===== config.mk =====
export PLATFORM = sky130hd
export DESIGN_NAME = heap_sorter_unit
export DESIGN_NICKNAME = d
export VERILOG_FILES = /design/src/sv/hs_pkg.sv /design/src/sv/heap_sorter_unit.sv /design/src/sv/hs_ram.sv /design/src/sv/hs_datapath.sv /design/src/sv/hs_ctrl.sv
export SDC_FILE = /design/constraint.sdc
export NUM_CORES = 2
export LEC_CHECK = 0
export BUFFER_PORTS_ARGS = -buffer_cell sky130_fd_sc_hd__buf_4
export CELL_PAD_IN_SITES_DETAIL_PLACEMENT = 0
export CELL_PAD_IN_SITES_GLOBAL_PLACEMENT = 1
export CORE_ASPECT_RATIO = 0.6
export CORE_MARGIN = 5
export CORE_UTILIZATION = 56
export DETAILED_ROUTE_END_ITERATION = 10
export PLACE_DENSITY = 0.75
export SYNTH_ARGS = -nofsm -noshare
export SYNTH_HDL_FRONTEND = slang
export SYNTH_HIERARCHICAL = 1
export SYNTH_SLANG_ARGS = --single-unit

===== constraint.sdc =====
create_clock -name clk -period 11.14 [get_ports clk]
set_clock_uncertainty 0.2 [all_clocks]
set_input_delay 1.114 -clock clk [delete_from_list [all_inputs] [get_ports clk]]
set_output_delay 1.114 -clock clk [all_outputs]
set_load 0.02 [all_outputs]

===== src/sv/hs_pkg.sv =====
`timescale 1ns / 1ps
// Shared constants, payload types and controller/datapath interface for the heap sorter.
// No dependencies; every other file of the block except hs_ram imports this package.
package hs_pkg;

	localparam int MAX_ITEMS = 64;
	localparam int KEY_BITS  = 32;
	localparam int TAG_BITS  = 16;
	localparam int IDX_BITS  = $clog2(MAX_ITEMS);
	localparam int CNT_BITS  = $clog2(MAX_ITEMS + 1);
	// child index 2k+2 needs two more bits than a node index
	localparam int LIDX_BITS = IDX_BITS + 2;

	typedef struct packed {
		logic [KEY_BITS-1:0] key;
		logic [TAG_BITS-1:0] tag;
		logic                last_item;
	} in_item_t;

	typedef struct packed {
		logic [KEY_BITS-1:0] key_out;
		logic [TAG_BITS-1:0] tag_out;
		logic                last_out;
	} out_item_t;

	typedef struct packed {
		logic [KEY_BITS-1:0] key;
		logic [TAG_BITS-1:0] tag;
	} rec_t;

	localparam int REC_BITS = $bits(rec_t);

	typedef struct packed {
		logic store;        // write incoming record at the fill position
		logic init_sort;    // set heap end, build node and output index
		logic bld_read;     // read build node, take it as sift node
		logic held_from_rd; // capture read record as the sifted record
		logic bld_dec;      // step build node down
		logic ex_read_hi;   // read record at heap end
		logic ex_read_root; // read root
		logic ex_write;     // move root to heap end, shrink heap, sift from root
		logic read_left;    // read left child
		logic child_left;   // capture left child
		logic read_right;   // read right child
		logic child_right;  // capture right child
		logic write_held;   // place sifted record at the sift node
		logic write_child;  // raise child into the sift node, descend
		logic out_read;     // read record at output index
		logic out_emit;     // present record as a result, advance output index
		logic clear_count;  // empty the store
	} cmd_t;

	typedef struct packed {
		logic count_zero;
		logic count_one;
		logic left_gt_hi;
		logic right_le_hi;
		logic right_better;
		logic held_moves;
		logic bld_zero;
		logic hi_zero;
		logic out_last;
	} status_t;

endpackage


===== src/sv/heap_sorter_unit.sv =====
`timescale 1ns / 1ps
// Heap sorter top level: controller plus datapath with the record RAM.
// Depends on hs_pkg, hs_ctrl, hs_datapath (which holds hs_ram).
//
//   channel   handshake                    payload             transfer when
//   input     start / busy                 item   (in_item_t)  start && !busy
//   result    result_valid (strobe)        result (out_item_t) result_valid
//   config    cfg_valid / cfg_ready        cfg_data (1 bit)    cfg_valid && cfg_ready
//
// A record without last_item is stored and busy stays low.
// On last_item the set of n records is heapsorted in place in a simple dual-port
// record RAM (one read and one write per cycle); each result is then read and emitted.
// Reset empties the store and selects ascending order; the RAM is not cleared.
// The result receiver cannot stall; each result shows for one cycle only.
module heap_sorter_unit (
	input  logic              clk,
	input  logic              arst_n,
	input  logic              start,
	output logic              busy,
	input  hs_pkg::in_item_t  item,
	output hs_pkg::out_item_t result,
	output logic              result_valid,
	input  logic              cfg_valid,
	output logic              cfg_ready,
	input  logic              cfg_data
);
	import hs_pkg::*;

	cmd_t    cmd;
	status_t status;

	// Take an order write only while idle so the order never changes under a sort.
	assign cfg_ready = !busy;

	// Sequence load, build, extract and output phases.
	hs_ctrl u_ctrl (
		.clk      (clk),
		.arst_n   (arst_n),
		.start    (start),
		.last_item(item.last_item),
		.status   (status),
		.cmd      (cmd),
		.busy     (busy)
	);

	// Hold records, sift registers, compares and the result register.
	hs_datapath u_dp (
		.clk         (clk),
		.arst_n      (arst_n),
		.cmd         (cmd),
		.status      (status),
		.item        (item),
		.cfg_valid   (cfg_valid && cfg_ready),
		.cfg_data    (cfg_data),
		.result      (result),
		.result_valid(result_valid)
	);

endmodule


===== src/sv/hs_ram.sv =====
`timescale 1ns / 1ps
// Generic single-write, single-read RAM with registered read data.
// No dependencies.
module hs_ram #(
	parameter int WIDTH = 8,
	parameter int DEPTH = 16
) (
	input  logic                     clk,
	input  logic                     we,
	input  logic [$clog2(DEPTH)-1:0] waddr,
	input  logic [WIDTH-1:0]         wdata,
	input  logic [$clog2(DEPTH)-1:0] raddr,
	output logic [WIDTH-1:0]         rdata
);

	logic [WIDTH-1:0] mem_q [DEPTH];
	logic [WIDTH-1:0] rdata_q;

	always_ff @(posedge clk) begin
		if (we) begin
			mem_q[waddr] <= wdata;
		end
		rdata_q <= mem_q[raddr];
	end

	assign rdata = rdata_q;

endmodule


===== src/sv/hs_datapath.sv =====
`timescale 1ns / 1ps
// Heap sorter datapath: record RAM, sift registers, counters, key compares, result register.
// Depends on hs_pkg and hs_ram.
module hs_datapath (
	input  logic             clk,
	input  logic             arst_n,
	input  hs_pkg::cmd_t     cmd,
	output hs_pkg::status_t  status,
	input  hs_pkg::in_item_t item,
	input  logic             cfg_valid,
	input  logic             cfg_data,
	output hs_pkg::out_item_t result,
	output logic             result_valid
);
	import hs_pkg::*;

	logic [CNT_BITS-1:0]  count_q;
	logic                 desc_q;
	logic [IDX_BITS-1:0]  hi_q;
	logic [IDX_BITS-1:0]  bld_q;
	logic [IDX_BITS-1:0]  k_q;
	logic [IDX_BITS-1:0]  cidx_q;
	logic [IDX_BITS-1:0]  oidx_q;
	rec_t                 held_q;
	rec_t                 child_q;
	out_item_t            result_q;
	logic                 result_valid_q;

	logic                 full;
	logic [LIDX_BITS-1:0] left_w;
	logic [LIDX_BITS-1:0] right_w;
	logic [LIDX_BITS-1:0] hi_w;
	logic [IDX_BITS-1:0]  hi_init;
	rec_t                 rd;
	rec_t                 wrec;
	logic                 ram_we;
	logic [IDX_BITS-1:0]  ram_waddr;
	logic [IDX_BITS-1:0]  ram_raddr;
	logic [REC_BITS-1:0]  ram_rdata;

	hs_ram #(
		.WIDTH(REC_BITS),
		.DEPTH(MAX_ITEMS)
	) u_ram (
		.clk  (clk),
		.we   (ram_we),
		.waddr(ram_waddr),
		.wdata(wrec),
		.raddr(ram_raddr),
		.rdata(ram_rdata)
	);

	assign rd      = rec_t'(ram_rdata);
	assign full    = (count_q == CNT_BITS'(MAX_ITEMS));
	assign left_w  = {1'b0, k_q, 1'b1};
	assign right_w = left_w + LIDX_BITS'(1);
	assign hi_w    = {2'b00, hi_q};
	assign hi_init = IDX_BITS'(count_q - CNT_BITS'(1));

	always_comb begin
		status.count_zero   = (count_q == '0);
		status.count_one    = (count_q == CNT_BITS'(1));
		status.left_gt_hi   = (left_w > hi_w);
		status.right_le_hi  = (right_w <= hi_w);
		// maxheap for ascending output, minheap for descending
		status.right_better = desc_q ? (rd.key < child_q.key) : (child_q.key < rd.key);
		status.held_moves   = desc_q ? (child_q.key < held_q.key) : (held_q.key < child_q.key);
		status.bld_zero     = (bld_q == '0);
		status.hi_zero      = (hi_q == '0);
		status.out_last     = ((CNT_BITS'(oidx_q) + CNT_BITS'(1)) == count_q);
	end

	always_comb begin
		ram_we    = 1'b0;
		ram_waddr = k_q;
		wrec      = held_q;
		if (cmd.store) begin
			ram_we    = !full;
			ram_waddr = count_q[IDX_BITS-1:0];
			wrec      = '{key: item.key, tag: item.tag};
		end else if (cmd.write_held) begin
			ram_we = 1'b1;
		end else if (cmd.write_child) begin
			ram_we = 1'b1;
			wrec   = child_q;
		end else if (cmd.ex_write) begin
			ram_we    = 1'b1;
			ram_waddr = hi_q;
			wrec      = rd;
		end
	end

	always_comb begin
		ram_raddr = oidx_q;
		if (cmd.bld_read) begin
			ram_raddr = bld_q;
		end else if (cmd.ex_read_hi) begin
			ram_raddr = hi_q;
		end else if (cmd.ex_read_root) begin
			ram_raddr = '0;
		end else if (cmd.read_left) begin
			ram_raddr = left_w[IDX_BITS-1:0];
		end else if (cmd.read_right) begin
			ram_raddr = right_w[IDX_BITS-1:0];
		end
	end

	always_ff @(posedge clk or negedge arst_n) begin
		if (!arst_n) begin
			count_q        <= '0;
			desc_q         <= 1'b0;
			result_valid_q <= 1'b0;
		end else begin
			if (cfg_valid) begin
				desc_q <= cfg_data;
			end
			if (cmd.clear_count) begin
				count_q <= '0;
			end else if (cmd.store && !full) begin
				count_q <= count_q + CNT_BITS'(1);
			end
			result_valid_q <= cmd.out_emit;
		end
	end

	always_ff @(posedge clk) begin
		if (cmd.init_sort) begin
			hi_q   <= hi_init;
			bld_q  <= hi_init >> 1;
			oidx_q <= '0;
		end
		if (cmd.bld_read) begin
			k_q <= bld_q;
		end
		if (cmd.bld_dec) begin
			bld_q <= bld_q - IDX_BITS'(1);
		end
		if (cmd.held_from_rd) begin
			held_q <= rd;
		end
		if (cmd.ex_write) begin
			hi_q <= hi_q - IDX_BITS'(1);
			k_q  <= '0;
		end
		if (cmd.child_left) begin
			child_q <= rd;
			cidx_q  <= left_w[IDX_BITS-1:0];
		end
		if (cmd.child_right) begin
			child_q <= rd;
			cidx_q  <= right_w[IDX_BITS-1:0];
		end
		if (cmd.write_child) begin
			k_q <= cidx_q;
		end
		if (cmd.out_emit) begin
			result_q <= '{key_out: rd.key, tag_out: rd.tag, last_out: status.out_last};
			oidx_q   <= oidx_q + IDX_BITS'(1);
		end
	end

	assign result       = result_q;
	assign result_valid = result_valid_q;

endmodule


===== src/sv/hs_ctrl.sv =====
`timescale 1ns / 1ps
// Heap sorter controller: sequences load, heap build, extraction and output.
// Depends on hs_pkg.
module hs_ctrl (
	input  logic            clk,
	input  logic            arst_n,
	input  logic            start,
	input  logic            last_item,
	input  hs_pkg::status_t status,
	output hs_pkg::cmd_t    cmd,
	output logic            busy
);
	import hs_pkg::*;

	typedef enum logic [13:0] {
		ST_IDLE     = 14'b00000000000001,
		ST_SETUP    = 14'b00000000000010,
		ST_BLD_RD   = 14'b00000000000100,
		ST_BLD_LD   = 14'b00000000001000,
		ST_SIFT_L   = 14'b00000000010000,
		ST_SIFT_CL  = 14'b00000000100000,
		ST_SIFT_CR  = 14'b00000001000000,
		ST_SIFT_DEC = 14'b00000010000000,
		ST_SIFT_END = 14'b00000100000000,
		ST_EX_RD0   = 14'b00001000000000,
		ST_EX_RD1   = 14'b00010000000000,
		ST_EX_WR    = 14'b00100000000000,
		ST_OUT_RD   = 14'b01000000000000,
		ST_OUT_EM   = 14'b10000000000000
	} state_t;

	state_t state_q, state_d;
	logic   build_q, build_d;

	always_comb begin
		state_d = state_q;
		build_d = build_q;
		cmd     = '0;
		unique case (state_q)
			ST_IDLE: begin
				if (start) begin
					cmd.store = 1'b1;
					if (last_item) begin
						state_d = ST_SETUP;
					end
				end
			end
			ST_SETUP: begin
				cmd.init_sort = 1'b1;
				if (status.count_zero) begin
					cmd.clear_count = 1'b1;
					state_d         = ST_IDLE;
				end else if (status.count_one) begin
					state_d = ST_OUT_RD;
				end else begin
					build_d = 1'b1;
					state_d = ST_BLD_RD;
				end
			end
			ST_BLD_RD: begin
				cmd.bld_read = 1'b1;
				state_d      = ST_BLD_LD;
			end
			ST_BLD_LD: begin
				cmd.held_from_rd = 1'b1;
				state_d          = ST_SIFT_L;
			end
			ST_SIFT_L: begin
				if (status.left_gt_hi) begin
					cmd.write_held = 1'b1;
					state_d        = ST_SIFT_END;
				end else begin
					cmd.read_left = 1'b1;
					state_d       = ST_SIFT_CL;
				end
			end
			ST_SIFT_CL: begin
				cmd.child_left = 1'b1;
				if (status.right_le_hi) begin
					cmd.read_right = 1'b1;
					state_d        = ST_SIFT_CR;
				end else begin
					state_d = ST_SIFT_DEC;
				end
			end
			ST_SIFT_CR: begin
				cmd.child_right = status.right_better;
				state_d         = ST_SIFT_DEC;
			end
			ST_SIFT_DEC: begin
				if (status.held_moves) begin
					cmd.write_child = 1'b1;
					state_d         = ST_SIFT_L;
				end else begin
					cmd.write_held = 1'b1;
					state_d        = ST_SIFT_END;
				end
			end
			ST_SIFT_END: begin
				if (build_q) begin
					if (status.bld_zero) begin
						build_d = 1'b0;
						state_d = ST_EX_RD0;
					end else begin
						cmd.bld_dec = 1'b1;
						state_d     = ST_BLD_RD;
					end
				end else if (status.hi_zero) begin
					state_d = ST_OUT_RD;
				end else begin
					state_d = ST_EX_RD0;
				end
			end
			ST_EX_RD0: begin
				cmd.ex_read_hi = 1'b1;
				state_d        = ST_EX_RD1;
			end
			ST_EX_RD1: begin
				cmd.held_from_rd = 1'b1;
				cmd.ex_read_root = 1'b1;
				state_d          = ST_EX_WR;
			end
			ST_EX_WR: begin
				cmd.ex_write = 1'b1;
				state_d      = ST_SIFT_L;
			end
			ST_OUT_RD: begin
				cmd.out_read = 1'b1;
				state_d      = ST_OUT_EM;
			end
			ST_OUT_EM: begin
				cmd.out_emit = 1'b1;
				if (status.out_last) begin
					cmd.clear_count = 1'b1;
					state_d         = ST_IDLE;
				end else begin
					state_d = ST_OUT_RD;
				end
			end
			default: begin
				state_d = ST_IDLE;
			end
		endcase
	end

	always_ff @(posedge clk or negedge arst_n) begin
		if (!arst_n) begin
			state_q <= ST_IDLE;
			build_q <= 1'b0;
		end else begin
			state_q <= state_d;
			build_q <= build_d;
		end
	end

	assign busy = (state_q != ST_IDLE);

endmodule

**Yosys cells after proc, flatten, opt, wreduce, memory -nomap -nowiden**

Memory sizes are Yosys's and may differ from the RTL's. A register that Yosys moved wholly into a read port is not among the register bits.
Index checks and enable logic that the tools add are counted.

- Memory bits (writable): 3,072
- Register bits: 199
- Memories: 1
- Output and inout port bits: 52
- Word-level logic and storage cells: 147
- Bits of input ports: 54

- $add $sub $neg: 7
- Equality and inequality tests: 22
- Reductions and logical operators: 18
- $lt $le $gt $ge: 6
- Multiplexer cells: 76

Memories:

| memory | depth | bits a word | read ports | clocked after memory_dff | write ports | RTL line | text |
|---|---|---|---|---|---|---|---|
| u_dp.u_ram.mem_q | 64 | 48 | 1 | 1 | 1 | hs_ram.sv:16 | `logic [WIDTH-1:0] mem_q [DEPTH];` |

Operator list:

| operator | number |
|---|---|
| $mux W48 | 6 |
| $pmux W14 S13 | 1 |
| $lt A32 B32 Y1 | 4 |
| $mux W6 | 20 |
| $mux W13 | 5 |
| $mux W1 | 32 |
| $mux W14 | 2 |
| $mux W9 | 2 |
| $sub A6 B1 Y6 const B | 3 |
| $eq A14 B1 Y1 const B | 1 |
| $eq A14 B10 Y1 const B | 1 |
| $eq A14 B11 Y1 const B | 1 |
| $eq A14 B12 Y1 const B | 1 |
| $eq A14 B13 Y1 const B | 1 |
| $eq A14 B14 Y1 const B | 1 |
| $eq A14 B2 Y1 const B | 1 |
| $eq A14 B3 Y1 const B | 1 |
| $eq A14 B4 Y1 const B | 1 |
| $eq A14 B5 Y1 const B | 1 |
| $eq A14 B6 Y1 const B | 1 |
| $eq A14 B7 Y1 const B | 1 |
| $eq A14 B8 Y1 const B | 1 |
| $eq A14 B9 Y1 const B | 1 |
| $mux W7 | 2 |
| other kinds (24) | 38 |

**Depth between registers and ports, before layout**

- Word-level depth: 9
- Depth in mapped cells: 26
- Mapped depth without buffers: 20

**Hierarchy**

Netlist, hierarchy kept.

By module, submodules not included:

| module | instances | area each (µm²) | cells an instance | seq. area each (µm²) |
|---|---|---|---|---|
| hs_ram | 1 | 117,117.3 | 4,970 | 93,209.4 |
| hs_datapath | 1 | 10,074.7 | 960 | 5,480.3 |
| hs_ctrl | 1 | 1,016.0 | 118 | 376.6 |
| heap_sorter_unit | 1 | 10.0 | 2 | 0.0 |

**Worst setup path after synthesis**

Ideal clock, no wire load.

- Path type: register to register
- From: register u_dp/held_q[46] (netlist name)
- To: memory u_dp/u_ram/mem_q[0][42] (netlist name) (data pin)
- Period minus slack after synthesis: 7.797 ns
- Slack: 3.343 ns
- Cell stages (with the launch flop): 16
- Data arrival time: 6.690 ns
- Path buffers: 2
- Path through: edfxtp_1 > ha_1 > a21oi_1 > nand2_1 > a221o_1 > a211oi_1 > o21ai_0 > mux2i_1 > nor3_1 > a31oi_1 > nor4_1 > nand2b_1 > buf_2 > clkbuf_1 > nor2_1 > o41ai_1

RTL lines:

| what | RTL line | text |
|---|---|---|
| start: declaration | hs_datapath.sv:24 | `rec_t held_q;` |
| start signal: assignment | hs_datapath.sv:139 | `held_q <= rd;` |
| end: declaration | hs_ram.sv:16 |  |

==> summary.txt <==
Run status
  – Outcome: finished, final reports clean

Worst setup path
  – Worst EP required: 11,410 ps
  – Reg2reg end: u_dp/u_ram/mem_q[42][0]$_DFFE_PP_
  – Worst r2r src: u_dp/child_q[30]$_DFFE_PP_
  – Worst reg2reg path depth: 19
  – WP data arrival: 7970 ps
  – Worst Setup Start Kind: flip-flop
  – Worst Setup Path Type: flip-flop to flip-flop
  – Endpoint type of the worst setup path: flip-flop
  – Crit Path Max Fanout: 36
  – FF-to-FF setup slack: 3430 ps

Placed design
  – Final Wtd Congestion: 0.885
  – Worst slack, placed: 3460 ps
  – Port buffer count: 105
  – Detailed Place HPWL: 222,000 um

Synthesis
  – Syn Nets: 6,186
  – Syn. warnings: 6
  – Netlist Area Pre-Place: 128,000 sq um
  – Syn Inst Count: 6,049
  – Avg Cell Area, Syn: 21.2 sq um

Hold path
  – Sink of the worst hold path: u_dp/held_q[13]$_DFFE_PP_
  – Worst hold path type: flip-flop to flip-flop
  – WHS Path Cells: 0
  – Hold Path Origin: u_dp/u_ram/rdata[13]$_DFF_P_

Routing
  – Routed Antenna Nets: 0
  – DRT Pass-1 Iters: 6
  – Total Routed Length: 367,000 um
  – Routed wire per std cell: 38.2 um
  – DRC errors left: 0
  – Vias: 66,600
  – Initial drt markers: 12,000
  – DR vias/cell: 6.93

STA
  – Setup_tns: 0 ps
  – Final Worst Setup Slack: 3430 ps
  – Least-Margin Pin Slew: 1480 ps
  – Setup repair after global routing missed its margin: no
  – F_max: 130 MHz
  – Endpoints failing setup: 0
  – Part of the cycle the worst path needs: 0.692
  – Endpoints failing hold: 0
  – Tmin final: 7710 ps
  – Slew margin rel.: 0.0158
  – Final Max Tran Viols: 0

CTS
  – CTS tree: yes
  – CTS Buffer Depth: 4
  – Root Buffer Master: clkbuf_16
  – Total clock sinks: 3,319
  – Worst-skew pair later-pin latency: 860 ps
  – Clock transition at the registers of the reported paths: 60 ps
  – CTS Buf Count: 299
  – H-tree levels: 5

Floorplanning
  – Die ar.: 239,000 sq um
  – Initial Util: 0.561
  – Die Y: 381 um
  – Top Ports: 106
  – Die Span X: 628 um
  – Core area: 228,000 sq um
  – Rows: 136

Global route
  – Vias in the first global route: 63,100
  – First-pass GRT wire length: 511,000 um
  – GR Overflow Total: 0
  – Initial antenna violation count: 31
  – Gr usage total: 0.307
  – Largest net degree at the start of global routing: 95

Pwr
  – PD cells: 224 nW/um^2
  – Peak VDD IR: 0.000136 V
  – Pleak: 45.6 nW

Cells and area
  – Nets: 6,477
  – Post-layout util: 0.628
  – Share of cells above drive strength 1: 0.256
  – Area grow syn2layout: 11.9%

Run
  – Max_cap viols: 0
[worst max-delay path, cell delays in order, from the launching register on]
cell,delay [ps]
edfxtp_1,420
inv_1,90
ha_1,250
a21oi_1,170
nand2_1,80
a221o_1,350
a211oi_1,420
o21ai_0,180
mux2i_1,180
nor3_1,160
a31oi_1,80
nor4_1,830
nor2_1,170
nand2_4,440
a21oi_1,120
o21ai_0,280
buf_4,220
nand3b_1,890
nor2_4,1120
buf_4,590
[worst max path at each step]
stage / slack [ps] / from / cells past startpoint / endpoint
6_report: 3430 / u_dp/child_q[30]$_DFFE_PP_ / 19 / u_dp/u_ram/mem_q[42][0]$_DFFE_PP_
2_1_floorplan: 3340 / u_dp/held_q[46]$_DFFE_PP_ / 15 / u_dp/u_ram/mem_q[0][42]$_DFFE_PP_
4_1_cts: 3420 / u_dp/child_q[30]$_DFFE_PP_ / 19 / u_dp/u_ram/mem_q[41][44]$_DFFE_PP_
3_3_place_gp: 3510 / u_dp/child_q[30]$_DFFE_PP_ / 19 / u_dp/u_ram/mem_q[41][23]$_DFFE_PP_
5_1_grt: 3020 / u_dp/child_q[21]$_DFFE_PP_ / 20 / u_dp/u_ram/mem_q[41][19]$_DFFE_PP_
3_5_place_dp: 3460 / u_dp/child_q[30]$_DFFE_PP_ / 19 / u_dp/u_ram/mem_q[41][15]$_DFFE_PP_
[layer usage]
layer / share of wire / GRT usage
met5: 0.00032 / 0
met4: 0.023 / 0.0636
met3: 0.16 / 0.120
met2: 0.42 / 0.412
met1: 0.39 / 0.482
[layout by cell type (no fill, tap or decap), drive strengths merged, types with 85 or more instances in the layout]
cell    count
a21oi     125
a221oi     85
buf       326
clkbuf    382
clkinv    105
edfxtp   3247
inv        97
mux4      754
nand2     162
nor2      323
o22ai     124
[flip-flops by register name (all words and copies together), names as in the netlist, 6 cells and up]
register and count:
u_dp/held_q 48, u_dp/child_q 48, u_ctrl/state_q 14, u_dp/k_q 6
u_dp/u_ram/mem_q 3072, u_dp/count_q 7, u_dp/cidx_q 6, u_dp/u_ram/rdata 48
u_dp/bld_q 6, u_dp/result 49, u_dp/oidx_q 6, u_dp/hi_q 6
[layout make-up]
class	count	area [sq um]
tap	3036	3800
sequential	3319	99100
fill	15300	84800
timing repair buffer	327	2620
clock inverter	152	1450
antenna	5	12.5
clock buffer	382	8140
inverter	89	334
multi-input combinational	2304	28100
[timing repair]
item                                    CTS  global route
hold buffers                              1             0
endpoints found under the setup margin    0             0
buffers inserted                          0             0
resized for setup                         0             0
endpoints found under the hold margin    23             0
[metrics by stage]
stage	total power, mW	area (sq um)	hold slack (ps)	cells
floorplan	19.0	128000	243	6049
global placement	21.9	134000	282	9072
detailed placement	22.0	134000	281	9074
CTS	32.1	144000	284	9609
global route	33.1	144000	310	9610
finish	32.2	144000	299	9614
[where the power goes]
group	switching, mW	leakage [nW]	internal [mW]	total, mW
clock	4.51	4.67	5.79	10.3
sequential	0.373	30.0	15.3	15.7
combinational	4.53	10.9	1.69	6.22
total	9.42	45.6	22.8	32.2
Power figures use the tool's default switching activity.
